File: src/rtl/lru_tile_residency_cache_macros.svh
// Assertion macros shared by the tile residency cache modules.
`ifndef LRU_TILE_RESIDENCY_CACHE_MACROS_SVH
`define LRU_TILE_RESIDENCY_CACHE_MACROS_SVH

`ifndef ASSERT_OFF
// Checked on every rising edge of clk, ignored while arst_n is low.
`define LTRC_ASSERT(lbl, prop, msg) \
	lbl: assert property (@(posedge clk) disable iff (!arst_n) prop) else $error(msg);
// Checked on every rising edge of clk, reset included.
`define LTRC_ASSERT_ALWAYS(lbl, prop, msg) \
	lbl: assert property (@(posedge clk) prop) else $error(msg);
`else
`define LTRC_ASSERT(lbl, prop, msg)
`define LTRC_ASSERT_ALWAYS(lbl, prop, msg)
`endif

`endif

File: src/rtl/ltrc_pkg.sv
// Shared constants and controller/datapath interface types for the tile residency cache.
package ltrc_pkg;

	localparam int MAX_TILES = 64;
	localparam int TILE_BITS = 10;

	localparam int IDX_W   = $clog2(MAX_TILES);
	localparam int FACE_W  = 3;
	localparam int KEY_W   = FACE_W + 2 * TILE_BITS;
	localparam int STAMP_W = 64;

	// Port field widths.
	localparam int CMD_W      = 1;
	localparam int OUT_SLOT_W = 6;
	localparam int COORD_W    = 10;
	localparam int IN_DATA_W  = 24;
	localparam int OUT_DATA_W = 32;

	// Command field codes.
	localparam logic [CMD_W-1:0] CMD_LOOKUP = 1'b0;
	localparam logic [CMD_W-1:0] CMD_INSERT = 1'b1;

	// Commands from the controller to the datapath.
	typedef struct packed {
		logic load;    // latch the request and restart the scan
		logic scan;    // read the slot under the scan index and advance it
		logic commit;  // update the tag store and load the result register
	} ctrl_cmd_t;

	// Status from the datapath to the controller.
	typedef struct packed {
		logic idx_last;  // scan index points at the last slot
	} dp_status_t;

endpackage

File: src/rtl/ltrc_ctrl.sv
// Controller of the tile residency cache: scan sequencing and stream handshakes.
`include "lru_tile_residency_cache_macros.svh"

module ltrc_ctrl (
	input  logic                  clk,
	input  logic                  arst_n,
	input  logic                  s_axis_tvalid,
	output logic                  s_axis_tready,
	output logic                  m_axis_tvalid,
	input  logic                  m_axis_tready,
	output ltrc_pkg::ctrl_cmd_t   cmd,
	input  ltrc_pkg::dp_status_t  sts
);

	typedef enum logic [3:0] {
		ST_IDLE   = 4'b0001,
		ST_SCAN   = 4'b0010,
		ST_DRAIN  = 4'b0100,
		ST_COMMIT = 4'b1000
	} state_t;

	state_t state_q;
	state_t state_d;
	logic   out_valid_q;
	logic   room;

	assign s_axis_tready = (state_q == ST_IDLE);
	assign m_axis_tvalid = out_valid_q;
	assign room          = !out_valid_q || m_axis_tready;

	always_comb begin
		state_d    = state_q;
		cmd.load   = 1'b0;
		cmd.scan   = 1'b0;
		cmd.commit = 1'b0;
		unique case (state_q)
			ST_IDLE: begin
				if (s_axis_tvalid) begin
					cmd.load = 1'b1;
					state_d  = ST_SCAN;
				end
			end
			ST_SCAN: begin
				cmd.scan = 1'b1;
				if (sts.idx_last) begin
					state_d = ST_DRAIN;
				end
			end
			ST_DRAIN: begin
				state_d = ST_COMMIT;
			end
			ST_COMMIT: begin
				if (room) begin
					cmd.commit = 1'b1;
					state_d    = ST_IDLE;
				end
			end
			default: begin
				state_d = ST_IDLE;
			end
		endcase
	end

	always_ff @(posedge clk or negedge arst_n) begin
		if (!arst_n) begin
			state_q     <= ST_IDLE;
			out_valid_q <= 1'b0;
		end else begin
			state_q <= state_d;
			if (cmd.commit) begin
				out_valid_q <= 1'b1;
			end else if (m_axis_tready) begin
				out_valid_q <= 1'b0;
			end
		end
	end

	`LTRC_ASSERT(a_commit_room, cmd.commit |-> room, "result register overwritten")
	`LTRC_ASSERT(a_commit_shows, cmd.commit |=> m_axis_tvalid, "commit did not present a result")
	`LTRC_ASSERT(a_drain_after_last, (state_q == ST_DRAIN) |-> $past(sts.idx_last),
		"scan ended before the last slot")

endmodule
File: config.mk
export PLATFORM = sky130hd
export DESIGN_NAME = ltrc_ctrl
export DESIGN_NICKNAME = d
export VERILOG_FILES = /design/src/rtl/ltrc_pkg.sv /design/src/rtl/ltrc_ctrl.sv
export VERILOG_INCLUDE_DIRS = /design/src /design/src/rtl
export SDC_FILE = /design/constraint.sdc
export NUM_CORES = 1
export LEC_CHECK = 0
export BUFFER_PORTS_ARGS = -buffer_cell sky130_fd_sc_hd__buf_2
export CAP_MARGIN = 20
export CORE_AREA = 10 10 47 49
export CTS_CLUSTER_DIAMETER = 30
export DETAILED_ROUTE_END_ITERATION = 6
export DIE_AREA = 0 0 57 59
export RECOVER_POWER = 100
export SKIP_LAST_GASP = 1
export SLEW_MARGIN = 40
export SYNTH_ARGS = -nofsm -noshare
export SYNTH_HDL_FRONTEND = slang
export SYNTH_SLANG_ARGS = --single-unit
File: constraint.sdc
create_clock -name clk -period 1.4 [get_ports clk]
set_clock_uncertainty 0.05 [all_clocks]
set_input_delay 0.14 -clock clk [delete_from_list [all_inputs] [get_ports clk]]
set_output_delay 0.14 -clock clk [all_outputs]
set_load 0.03 [all_outputs]
# ---- After elaboration in Yosys (flattened, before gate mapping)
# Index checks and enable logic that the tools add are counted.
# W data, S select, Z words.
dict set report word_totals {
  output_inout_bits 5
  inputBits 5
  register_bits 5
}
dict set report op_classes {
  n_reduce_logical 4
  mux 11
  eq_ne 7
}
# op n
set op_table {}
lappend op_table {{$pmux W4 S4} 1}
lappend op_table {{$mux W4} 3}
lappend op_table {{$mux W1} 7}
lappend op_table {{$ne A2 B2 Y1 const B} 3}
lappend op_table {{$eq A4 B1 Y1 const B} 1}
lappend op_table {{$eq A4 B2 Y1 const B} 1}
lappend op_table {{$eq A4 B3 Y1 const B} 1}
lappend op_table {{$eq A4 B4 Y1 const B} 1}
lappend op_table {{$reduce_and A3 Y1} 1}
lappend op_table {{$reduce_bool A2 Y1} 1}
lappend op_table {{$logic_not A1 Y1} 1}
lappend op_table {{$logic_or A1 B1 Y1} 1}

# ---- Longest topological paths before layout
# Gate-level depths: netlist of the first run.
dict set report logic_depth {
  ltp_word 5
  depth_mapped 3
  ltp_nobuf 3
}

# ---- Worst setup path before layout of the first run
# OpenSTA, ideal clock, no wires.
dict set report synth_timing {
  kind {reg-to-reg}
  from {reg state_q[0]}
  to {reg state_q[1]}
  stages_incl_launch_ff 4
  period_less_slack_ns 2.296
  setup_time_ns 0.065
  path_buffers 0
  arrival_ns 2.181
  slack_ns -0.896
  cell_sequence {dfstp_2 nor4b_1 and2_1 a21o_1}
}
dict set report synth_via {
  elab_chain_cells 3
  elab_cells_between_ends 9
  cone_classes {eq/ne (7); mux (1); reduce/logical (1)}
}
# item line
set synth_rtl {}
lappend synth_rtl {{start, declared} ltrc_ctrl.sv:22} ;# state_t state_q;
lappend synth_rtl {{start signal, assigned} ltrc_ctrl.sv:69} ;# state_q <= state_d;
lappend synth_rtl {{$eq A4 B1 Y1 (*)} -}
lappend synth_rtl {{via s_axis_tready} ltrc_ctrl.sv:8} ;# output logic s_axis_tready,
lappend synth_rtl {{$ne A2 B2 Y1 (no line)} -}
lappend synth_rtl {{$reduce_and A3 Y1 (no line)} -}
# Mark *: on every way through the listed nets, which the timed path passes. The rest lies on a longest branch.
# A chain may end at the register's enable or synchronous reset.

==> results by group, run 1 <==
Timing
  • Final period util: 119.5%
  • Slew Limit Headroom: roughly three quarters
  • Transition time at the pin with the least slew margin: 0.3658 ns
  • Setup violation total in the final timing report: 5
  • Worst path setup slack after routing: -0.2734 ns
  • Final Hold Slack: around 0.09 ns
  • Final count of hold timing violations: 0
  • Maximum clock rate: 0.5976 GHz
  • Unrepaired setup endpoints after global routing: yes
  • Post-layout minimum cycle time: 1.673 ns
  • Max-slew violation count: 0

Power
  • Sw Share: 33.58%
  • Register share of total power: 21.1%
  • Pwr/cell area: 1906 nW/um2
  • Peak ir drop on the vdd network: 0.5924 mV
  • Internal power contribution: ~0.68 mW
  • Power dissipated by switching net loads: 0.3419 mW
  • Relative contribution of combinational cells to total power: 62.9%
  • Clock share of power: 16.1%
  • Leakage power of the design: 0.2646 nW

Place
  • Count of input and output buffers: 9
  • Global placement routability congestion: 0.6087
  • Area after DPL: 389.1 um2
  • Pre-CTS worst setup slack: -0.07277 ns

Die
  • Starting Density: 19.11%
  • Die area: 3363 um2
  • Core Rows: 14
  • Core footprint: 1401 um2
  • Die Span Y: roughly 60 um
  • Die W: 57 um
  • Number of primary I/O pins: 10

Routing
  • Remaining routing DRC violations: 0
  • Antenna viol nets, final: 0
  • Count of routing violations after the opening detailed-route iteration: 0
  • Routed length per placed instance: between 10 and 15 um
  • Total via count in the routed design: 275
  • Aggregate routed wire length: 762 um
  • Via-to-Cell Ratio: 4.167
  • Number of detailed-route iterations in the first pass: 1

Clock tree
  • Clock root buffer: sky130_fd_sc_hd__clkbuf_4
  • Clock transition at the register clock pins on the worst setup and hold paths after CTS: 0.05 ns
  • Number of CTS-inserted buffers: 3
  • Worst-case clock buffer depth: 2
  • Number of clock sinks seen by CTS: 5
  • H-Tree Level Count: 1
  • Clock tree from TritonCTS: done
  • Worst skew pair latency: roughly 0.24 ns

Cells and area
  • Count of fill cells added during filler insertion: 150
  • Fraction of final layout cells sized beyond drive strength 1: between 60 and 70%
  • Footprint of the multi-input gates: 166.4 um2
  • Commonest non-fill, non-tap cell in the layout: sky130_fd_sc_hd__buf_4
  • Nets: 56
  • Commonest non-fill, non-tap cells in the layout: sky130_fd_sc_hd__buf_4, sky130_fd_sc_hd__buf_6
  • Area delta synth->final: 99.53%
  • Diodes inserted: 0
  • Post-Layout Inst Area: 534.3 um2
  • Seq. cell area: 127.6 um2

Worst hold path
  • Number of cells on the worst hold path: 2
  • Critical hold path startpoint: sts
  • Path type of the worst min-delay path: in2reg
  • Endpoint, Worst Hold: state_q[2]$_DFFE_PN0P_

Run
  • Max cap viols: 0

Worst setup path
  • Launching point of the worst reg2reg path: state_q[0]$_DFFE_PN1P_
  • Worst path required time: between 1 and 1.5 ns
  • Depth of the worst register-to-register path: 6
  • Largest incremental delay on the critical path: 0.51 ns
  • Endpoint of the lowest-slack register-to-register path: state_q[0]$_DFFE_PN1P_
  • Critical path data arrival time: 1.48 ns
  • Type of the worst setup path: reg2out
  • Standard cell with the maximum stage delay on the critical path: sky130_fd_sc_hd__or4b_4
  • Crit end category: output pin
  • Reg-to-reg setup timing slack: -0.02 ns
  • Startpoint kind of the worst setup timing path: flop
  • Crit path cell chain: or4b_4, and2b_2, buf_6
  • Top fanout value on the critical path: 2

Global route
  • Pin count of the biggest net entering global routing: 7
  • Total overflow reported by the global router: 0
  • GRT Total Usage: 4.983%
  • Global-route wire length before repair: 1255 um
  • Number of global-route vias before repair: 314
  • Number of antenna violations at the first check in global routing: 0

Status
  • Violated checks: setup timing
  • Run status: finished, violations left

Synthesis
  • Average size of a mapped cell: about 11 um2
  • Flip-flop and latch count after synthesis: 5
  • Number of distinct library cells after synthesis: 19
  • Syn Inst Count: 24
  • Number of warnings printed during yosys synthesis: 0
  • Sequential element share of the synthesized area: 47.20%
  • Nets in the synthesized netlist: 29
  • Cell area after synthesis: 267.8 um2
[critical path, delay by kind of cell (launching register included)]
| family | cells | cell delay (ns) |
|---|---|---|
| and+or+nand+nor | 2 | 0.74 |
| buffers and inverters | 1 | 0.12 |
| DFF | 1 | 0.39 |
[Yosys cell counts]
cell type	number	area share (%)
sky130_fd_sc_hd__dfrtp_1	4	37
sky130_fd_sc_hd__and3b_1	1	3.3
sky130_fd_sc_hd__mux2i_1	1	3.7
sky130_fd_sc_hd__nand2_1	1	1.4
sky130_fd_sc_hd__or4b_4	1	5.1
sky130_fd_sc_hd__and2b_2	1	3.3
sky130_fd_sc_hd__nor4b_1	1	3.3
sky130_fd_sc_hd__a21o_1	1	2.8
sky130_fd_sc_hd__inv_1	1	1.4
sky130_fd_sc_hd__nor2b_1	1	2.3
sky130_fd_sc_hd__or2b_2	1	3.3
sky130_fd_sc_hd__dfstp_2	1	9.8
sky130_fd_sc_hd__o22a_1	1	3.3
sky130_fd_sc_hd__nor3b_1	2	5.6
sky130_fd_sc_hd__and2_1	2	4.7
sky130_fd_sc_hd__o31ai_1	1	2.8
sky130_fd_sc_hd__nor3_1	1	1.9
sky130_fd_sc_hd__buf_4	1	2.8
sky130_fd_sc_hd__o21ai_0	1	1.9
[how the worst max path moves through the flow]
stage,from,to,slack [ns],cells past startpoint
5_1_grt,state_q[2]$_DFFE_PN0P_,cmd[0],-0.33,3
4_1_cts,state_q[2]$_DFFE_PN0P_,cmd[0],-0.29,3
3_5_place_dp,state_q[2]$_DFFE_PN0P_,cmd[0],-0.07,3
6_report,state_q[2]$_DFFE_PN0P_,cmd[0],-0.27,3
2_1_floorplan,state_q[0]$_DFFE_PN1P_,state_q[1]$_DFFE_PN0P_,-0.08,3
3_3_place_gp,state_q[2]$_DFFE_PN0P_,cmd[0],-0.07,3
[registers in the layout, summed over array words and instances, names as in the netlist]
register and flops:
state_q 4, m_axis_tvalid 1
[routing by layer]
layer	global-route usage [%]	up-vias	part of all wire (%)	wire, um
met5	0	-	0	0
li1	-	139	-	-
met1	3.947	133	34	261
met2	8.837	3	61	468
met3	2.146	0	4.2	32
met4	5.034	0	0	0
[cell type report]
type | count | share of cell area [%]
sequential | 5 | 23.89
inverter | 1 | 0.7026
tap | 16 | 3.747
timing repair buffer | 23 | 35.60
multi-input combinational | 17 | 31.15
clock buffer | 4 | 4.918
[power groups by stage]
stage / clock network, mW / logic, mW / registers [mW]
2_1_floorplan: 0 / 0.231 / 0.238
3_3_place_gp: 0 / 0.373 / 0.209
3_5_place_dp: 0 / 0.386 / 0.211
4_1_cts: 0.172 / 0.547 / 0.214
5_1_grt: 0.188 / 0.682 / 0.221
6_report: 0.164 / 0.640 / 0.214
[kinds of logic (layout without fill, tap and decap cells)]
group / Yosys count / count (layout) / share of synthesized area, %
AO/OA/AOI/OAI: 4 / 4 / 10.75
multiplexers: 1 / 1 / 3.738
buffers and inverters: 2 / 28 / 4.205
flip-flops: 5 / 5 / 47.20
AND/OR/NAND/NOR: 12 / 12 / 34.11
[timing repair]
item | in CTS | in global routing
setup buffers | 3 | 4
resized for setup | 14 | 2
endpoints found under the setup margin | 4 | 5
pin swaps | 1 | 1
hold buffers | 1 | 0
cloned | 0 | 0
endpoints found under the hold margin | 5 | 0
[metrics by stage]
stage / TNS, ns / utilization (%) / instances / power [mW]
finish: -0.7879 / 38.13 / 66 / 1.018
global route: -1.137 / 38.13 / 66 / 1.091
CTS: -0.7347 / 35.63 / 62 / 0.9332
detailed placement: -0.1230 / 27.77 / 54 / 0.5975
global placement: -0.06976 / 27.77 / 54 / 0.5817
floorplan: -0.2025 / - / 24 / 0.4694
Power figures use the tool's default switching activity.
==> run 2: changes to the inputs <==
--- a/config.mk
+++ b/config.mk
@@ -12,6 +12,8 @@
 export CTS_CLUSTER_DIAMETER = 30
 export DETAILED_ROUTE_END_ITERATION = 6
 export DIE_AREA = 0 0 57 59
+export GPL_TIMING_DRIVEN = 0
+export PLACE_DENSITY = 0.5
 export RECOVER_POWER = 100
 export SKIP_LAST_GASP = 1
 export SLEW_MARGIN = 40
==> results by group, run 2 (same netlist as run 1, synthesis figures left out) <==
Cells and area
  • Diodes inserted: 0 (unchanged)
  • Number of flip-flops in the largest register: 4 (unchanged)
  • Fraction of final layout cells sized beyond drive strength 1: 67.35% (was 64.00%)
  • Nets: 55 (was 56)
  • Area delta synth->final: 96.26% (was 99.53%)
  • Commonest non-fill, non-tap cells in the layout: sky130_fd_sc_hd__buf_6, sky130_fd_sc_hd__buf_4 (was sky130_fd_sc_hd__buf_4, sky130_fd_sc_hd__buf_6)
  • Share of the core filled with cells: 37.50% (was 38.13%)
  • Post-Layout Inst Area: 525.5 um2 (was 534.3 um2)
  • Register with the most flip-flops: state_q (unchanged)

Timing
  • Final period util: 121.1% (was 119.5%)
  • Final count of hold timing violations: 0 (unchanged)
  • Transition time at the pin with the least slew margin: 0.3747 ns (was 0.3658 ns)
  • Worst path setup slack after routing: -0.2949 ns (was -0.2734 ns)
  • Maximum clock rate: 0.5900 GHz (was 0.5976 GHz)
  • Slew Limit Headroom: 75.12% (was 75.72%)
  • Post-layout minimum cycle time: 1.695 ns (was 1.673 ns)
  • Setup violation total in the final timing report: 4 (was 5)
  • Unrepaired setup endpoints after global routing: yes (unchanged)
  • Max-slew violation count: 0 (unchanged)

Power
  • Power dissipated by switching net loads: 0.3255 mW (was 0.3419 mW)
  • Relative contribution of combinational cells to total power: 59.1% (was 62.9%)
  • Peak ir drop on the vdd network: 0.6069 mV (was 0.5924 mV)
  • Sw Share: 33.56% (was 33.58%)
  • Clock share of power: 16.6% (was 16.1%)
  • Tot Pwr: 0.9700 mW (was 1.018 mW)
  • Internal power contribution: 0.6445 mW (was 0.6762 mW)
  • Register share of total power: 24.2% (was 21.1%)
  • Leakage power of the design: 0.2593 nW (was 0.2646 nW)
  • Pwr/cell area: 1846 nW/um2 (was 1906 nW/um2)

Global route
  • GRT met1 Usage: 3.452% (was 3.947%)
  • GRT met2 Usage: 8.217% (was 8.837%)
  • Number of global-route vias before repair: 289 (was 314)
  • Total overflow reported by the global router: 0 (unchanged)
  • GRT Total Usage: 4.325% (was 4.983%)
  • Global-route wire length before repair: 1110 um (was 1255 um)
  • Pin count of the biggest net entering global routing: 7 (unchanged)
  • Met3 Usage GRT: 1.931% (was 2.146%)
  • Number of antenna violations at the first check in global routing: 0 (unchanged)
  • Global-route layer with the greatest usage: met2 (unchanged)

Die
  • Die area: 3363 um2 (unchanged)
  • Die Span Y: 59 um (unchanged)
  • Die W: 57 um (unchanged)
  • Number of primary I/O pins: 10 (unchanged)
  • Core Rows: 14 (unchanged)
  • Core footprint: 1401 um2 (unchanged)
  • Starting Density: 19.11% (unchanged)

Routing
  • Routed length per placed instance: 11.49 um (was 11.55 um)
  • Number of detailed-route iterations in the first pass: 2 (was 1)
  • Via-to-Cell Ratio: 4.169 (was 4.167)
  • Aggregate routed wire length: 747 um (was 762 um)
  • Antenna viol nets, final: 0 (unchanged)
  • Total via count in the routed design: 271 (was 275)
  • Remaining routing DRC violations: 0 (unchanged)
  • Count of routing violations after the opening detailed-route iteration: 3 (was 0)

Worst setup path
  • Type of the worst setup path: reg2out (unchanged)
  • Crit end category: output pin (unchanged)
  • Top fanout value on the critical path: 2 (unchanged)
  • Critical path data arrival time: 1.50 ns (was 1.48 ns)
  • Startpoint kind of the worst setup timing path: flop (unchanged)
  • Worst path required time: 1.21 ns (about the same)

Place
  • Area after DPL: 351.6 um2 (was 389.1 um2)
  • Global placement routability congestion: 0.6258 (was 0.6087)
  • Half-perimeter wire length of the detailed placement result: roughly 470 um
  • Count of input and output buffers: 9 (unchanged)

Clock tree
  • Worst-case clock buffer depth: 2 (unchanged)
  • Clock tree from TritonCTS: done (unchanged)
  • Clock root buffer: sky130_fd_sc_hd__clkbuf_4 (unchanged)
  • Number of clock sinks seen by CTS: 5 (unchanged)
  • H-Tree Level Count: 1 (unchanged)
  • Number of CTS-inserted buffers: 3 (unchanged)
  • Clock transition at the register clock pins on the worst setup and hold paths after CTS: 0.04 ns (was 0.05 ns)
  • Worst skew pair latency: 0.24 ns (about the same)

Run
  • Max cap viols: 0 (unchanged)

Status
  • Run status: finished, violations left (unchanged)
  • Violated checks: setup timing (unchanged)

Worst hold path
  • Path type of the worst min-delay path: in2reg (unchanged)
-- run 2: cell types whose count changed in the layout (fill, tap and decap cells not counted) --
cell,before,now
sky130_fd_sc_hd__and2_1,1,2
sky130_fd_sc_hd__and2_4,1,0
sky130_fd_sc_hd__o31ai_2,0,1
sky130_fd_sc_hd__dfrtp_1,3,1
sky130_fd_sc_hd__nor3b_4,1,0
sky130_fd_sc_hd__nor3b_2,0,1
sky130_fd_sc_hd__buf_4,9,8
sky130_fd_sc_hd__o31ai_1,1,0
sky130_fd_sc_hd__dfrtp_2,1,3
-- run 2: worst paths after layout --
check	endpoint	slack, ns	start	depth (start not counted)
worst max-delay path	cmd[0]	-0.29	state_q[2]$_DFFE_PN0P_	3
worst min-delay path	state_q[2]$_DFFE_PN0P_	0.08	sts	2
worst max register to register	state_q[0]$_DFFE_PN1P_	0.02	state_q[1]$_DFFE_PN0P_	6
worst min register to register	m_axis_tvalid$_DFFE_PN0P_	0.60	m_axis_tvalid$_DFFE_PN0P_	2
max in group asynchronous	state_q[0]$_DFFE_PN1P_	0.81	arst_n	2
min in group asynchronous	m_axis_tvalid$_DFFE_PN0P_	0.23	arst_n	2
-- run 2: power by group through the flow --
stage	clock network (mW)	registers [mW]	logic, mW
detailed placement	0	0.246	0.295
floorplan	0	0.238	0.231
CTS	0.171	0.229	0.472
global route	0.182	0.240	0.609
finish	0.161	0.235	0.573
global placement	0	0.248	0.296
-- run 2: cell type report --
type,count,area (um2)
inverter,1,3.754
multi-input combinational,17,162.7
tap,16,20.02
fill,145,875.8
sequential,5,130.1
timing repair buffer,22,182.7
clock buffer,4,26.28
-- run 2: per-stage QoR --
stage	hold slack, ns	worst slack [ns]	TNS, ns	std cells
after floorplan	-0.2056	-0.08048	-0.2025	24
after global placement	-0.09485	-0.1715	-0.2760	49
after global routing	0.07949	-0.3474	-0.9494	65
after detailed placement	-0.09456	-0.1712	-0.2670	49
after CTS	0.07388	-0.3118	-0.6015	61
final	0.08466	-0.2949	-0.6671	65
-- run 2: worst max-delay path, stage by stage (launching register included) --
cell and delay, ns:
sky130_fd_sc_hd__dfrtp_2 0.39, sky130_fd_sc_hd__or4b_4 0.53, sky130_fd_sc_hd__and2b_2 0.23, sky130_fd_sc_hd__buf_6 0.12
-- run 2: layer usage --
| metal | up-vias | share of wire, % |
|---|---|---|
| li1 | 139 | - |
| met1 | 129 | 38 |
| met2 | 3 | 60 |
| met3 | 0 | 2.4 |
| met4 | 0 | 0 |
| met5 | - | 0 |
-- run 2: repair_timing --
| action | CTS | global route |
|---|---|---|
| hold buffers | 1 | 0 |
| setup endpoints to repair | 4 | 5 |
| pin swaps | 3 | 4 |
| resized for setup | 12 | 7 |
| setup buffers | 8 | 5 |
| endpoints found under the hold margin | 5 | 0 |
